$ cat src/sv/sjq_pkg.sv
// sjq_pkg: shared types, constants and state encoding for the job queue.
// Depends on nothing.
`timescale 1ns / 1ps
`default_nettype none
package sjq_pkg;
    localparam int TABLE_SLOTS_DEF = 1024;
    localparam int MAX_JOBS_DEF    = 256;
    localparam logic [31:0] HASH_MULT = 32'd2654435761;

    typedef enum logic [1:0] {
        OP_ADD    = 2'd0,
        OP_CANCEL = 2'd1,
        OP_FINISH = 2'd2,
        OP_NONE   = 2'd3
    } op_t;

    typedef enum logic [1:0] {
        ST_EMPTY  = 2'd0,
        ST_WAIT   = 2'd1,
        ST_ACTIVE = 2'd2,
        ST_DONE   = 2'd3
    } slot_st_t;

    typedef struct packed {
        logic [1:0]         opcode;
        logic signed [31:0] job_id;
    } in_item_t;

    typedef struct packed {
        logic signed [31:0] active_job;
        logic [8:0]         waiting_count;
        logic               overflow;
    } out_item_t;

    typedef enum logic [3:0] {
        S_IDLE,
        S_CLEAR,
        S_HASH,
        S_PROBE_RD,
        S_PROBE_CHK,
        S_APPLY,
        S_POP_CHK,
        S_POP_RD,
        S_POP_HASH,
        S_EMIT
    } eng_state_t;
endpackage
`default_nettype wire

$ cat src/sv/sjq_cmd_fifo.sv
// sjq_cmd_fifo: two-entry queue between the front (input port) and the engine.
// Depends on sjq_pkg.
`timescale 1ns / 1ps
`default_nettype none
module sjq_cmd_fifo
(
    input  wire logic              clk,
    input  wire logic              rst_n,
    input  wire logic              push,
    input  wire sjq_pkg::in_item_t din,
    output logic                   full,
    input  wire logic              pop,
    output sjq_pkg::in_item_t      dout,
    output logic                   empty
);
    sjq_pkg::in_item_t mem_reg [2];
    logic       wptr_reg, rptr_reg;
    logic [1:0] cnt_reg;

    assign full  = (cnt_reg == 2'd2);
    assign empty = (cnt_reg == 2'd0);
    assign dout  = mem_reg[rptr_reg];

    always_ff @(posedge clk)
    begin
        if (push && !full)
        begin
            mem_reg[wptr_reg] <= din;
        end
    end

    always_ff @(posedge clk or negedge rst_n)
    begin
        if (!rst_n)
        begin
            wptr_reg <= 1'b0;
            rptr_reg <= 1'b0;
            cnt_reg  <= 2'd0;
        end
        else
        begin
            if (push && !full)
            begin
                wptr_reg <= ~wptr_reg;
            end
            if (pop && !empty)
            begin
                rptr_reg <= ~rptr_reg;
            end
            cnt_reg <= cnt_reg + {1'b0, push && !full} - {1'b0, pop && !empty};
        end
    end
endmodule
`default_nettype wire

$ cat config.mk
export PLATFORM = sky130hd
export DESIGN_NAME = sjq_cmd_fifo
export DESIGN_NICKNAME = d
export VERILOG_FILES = /design/src/sv/sjq_pkg.sv /design/src/sv/sjq_cmd_fifo.sv
export SDC_FILE = /design/constraint.sdc
export NUM_CORES = 1
export LEC_CHECK = 0
export ABC_AREA = 1
export ABC_CLOCK_PERIOD_IN_PS = 3300
export BUFFER_PORTS_ARGS = -buffer_cell sky130_fd_sc_hd__buf_4
export CORE_UTILIZATION = 35
export CTS_CLUSTER_SIZE = 10
export DETAILED_ROUTE_END_ITERATION = 10
export PLACE_DENSITY_LB_ADDON = 0.05
export SLEW_MARGIN = 0
export SYNTH_ARGS = -nofsm -noshare
export SYNTH_HDL_FRONTEND = slang
export SYNTH_SLANG_ARGS = --single-unit
$ cat constraint.sdc
create_clock -name clk -period 3.3 [get_ports clk]
set_clock_uncertainty 0.1 [all_clocks]
set_input_delay 0.165 -clock clk [delete_from_list [all_inputs] [get_ports clk]]
set_output_delay 0.165 -clock clk [all_outputs]
set_load 0.03 [all_outputs]
==> metrics <==
status finished, final reports clean; Total Routing Usage GR 0.139; share of the synthesized area in the top cell type 0.737; M1 WL 2450 um; antenna violations before repair 0; vias 1821; HP Class primary input to async pin; WHS 0.0557 ns; ANT nets after route 0; Slew Viols, Final 0; clock slew at reported path FFs 0.07 ns; GPL Wtd Cong 0.704; arrival time worst endpoint 1.77 ns; metal3 WL 217 um; Worst Path Required 3.03 ns; layout filler cell count 721; Via density 4.20; CTS tree built; combinational share of power 0.433; DP HPWL 3050 um; CTS Sinks 72; Die X 91.0 um; min cycle time layout 2.04 ns; Synth warnings 0; IO Port Bufs 73; final period utilization 0.617; Worst Path Buf+Inv 2; switching share of power 0.401; Crit Path Class flip-flop to primary output; Residual DRC 0; share of power burned in registers 0.382; postcts setup bufs 0; area growth from synthesis to final layout 42.1%; FP Rows 32; Initial Utilization 0.361; io pins 74; H-Tree Depth 3; FMAX 0.491 GHz; dominant cells by area after synthesis edfxtp_1 74%, nand2_1 14%, dfrtp_1 3.6%; CTS Buf Count 9; iteration-0 DRC count of the detailed router 53; die span in y 91.0 um; max reg flops 68; Sw Pwr 1.39 mW; share of layout cells above drive strength 1 0.298; commonest non-fill, non-tap cell in the layout nand2_1; type of origin of the critical path flip-flop; Synth Net Count 251; Crit path largest cell delay 0.68 ns; Slew @ Worst Pin 1.03 ns; cell taking the most area after synthesis edfxtp_1; Avg Cell Area, Syn 13.1 um2; vias in the first global route 1823; wire per inst 12.4 um; RSZ-0062 raised after global routing false; DRT Wirelength 5360 um; largest net degree at the start of global routing 36; Cell Area, Synth 0.00277 mm2; Clk Latency, worst-skew pair 0.33 ns; Final Hold Fails 0; first-pass GRT wire length 8630 um; Final nets 367; TNS Setup 0 ns; met2 wire length 2580 um; # diodes 0; area of the multi-input gates 508 um2; internal power 2.08 mW; VDD IR max 0.000380 V; pwr/cell area 883 mW/mm2; CP top delay family flip-flops; Lkg Pwr 1.72 nW; FF+latch count, synth 72; Longest Clk Path Bufs 2; sequential cell area 0.00214 mm2; post-synthesis cell count 211; Max Cap Viol 0; Slowest-stage cell, CP dfrtp_1; sequential share of the synthesized area 0.773; grt total ovfl 0; slew margin rel. 0.312; Worst setup EP type primary output; final setup fails 0; CTS root buffer clkbuf_8; most frequent cells in the layout 105 x nand2_1, 75 x buf_4, 68 x edfxtp_1; Max Used Layer met4; Clock power frac 0.186; Max Fanout on Critical Path 25; DRT Pass-1 Iters 4; library cells used by synthesis 12; total die area 0.00828 mm2; cell breakdown of the critical path buf_4 -> nand2_1 -> nand2_1 -> buf_4; core footprint 0.00769 mm2
## repair_timing
item / 4_1_cts / 5_1_grt
resized for setup: 0 / 0
endpoints found under the hold margin: 74 / 0
setup endpoints to repair: 0 / 0
hold buffers: 37 / 0
## cell families after synthesis
kind of cell               share of synthesized area
and+or+nand+nor                                0.172
adders and majority gates                    0.00903
DFF                                            0.773
buffers and inverters                         0.0465
## layer usage
layer	track usage	vias to the layer above
met4	0.0714	0
met2	0.233	45
met3	0.0318	10
met1	0.169	840
li1	-	926
met5	0	-
## power by group through the flow
stage / clock network, mW / registers, mW / logic (mW)
floorplan: 0 / 1.32 / 1.04
global placement: 0 / 1.35 / 1.49
detailed placement: 0 / 1.35 / 1.50
CTS: 0.665 / 1.33 / 1.54
global route: 0.700 / 1.35 / 1.64
finish: 0.645 / 1.33 / 1.50
## per-stage QoR
step / util / power, mW / cell area, um2 / cells / setup slack, ns
2_1_floorplan: - / 2.36 / 2770 / 211 / 0.781
3_3_place_gp: 0.441 / 2.84 / 3390 / 381 / 1.38
3_5_place_dp: 0.441 / 2.85 / 3390 / 381 / 1.34
4_1_cts: 0.512 / 3.53 / 3940 / 434 / 1.20
5_1_grt: 0.512 / 3.69 / 3940 / 434 / 1.10
6_report: 0.512 / 3.48 / 3940 / 434 / 1.26
## path summary, 6_finish.rpt
path	startpoint	endpoint	slack (ns)	cells past startpoint
max	rptr_reg	dout[4]	1.26	4
min	rst_n	cnt_reg[1]	0.06	2
max reg2reg	cnt_reg[1]	mem_reg[1][14]	1.37	3
min reg2reg	wptr_reg	wptr_reg	0.38	2
max in group asynchronous	rst_n	rptr_reg	2.94	2
min in group clk	wptr_reg	wptr_reg	0.38	2
## synth_stat cells
library cell / number
nand3_1: 3
nand2_1: 105
dfrtp_1: 4
inv_8: 1
nand2_2: 10
nor2_1: 1
buf_6: 4
buf_12: 1
edfxtp_1: 68
ha_1: 2
inv_1: 10
buf_4: 2
## layout make-up
class                           count  area share
Clock buffer                       11      0.0334
Clock inverter                      5      0.0121
Inverter                           11      0.0124
Multi-Input combinational cell    121       0.129
Sequential cell                    72       0.544
Tap cell                          102      0.0324
Timing Repair Buffer              112       0.237
## worst reg2reg max path: stages, from the launching register on
cell and delay, ns:
dfrtp_1 0.39, nand2_1 0.11, nand2_1 0.13, nor2_4 0.80
Note: power is estimated with default switching activity, not from simulation.
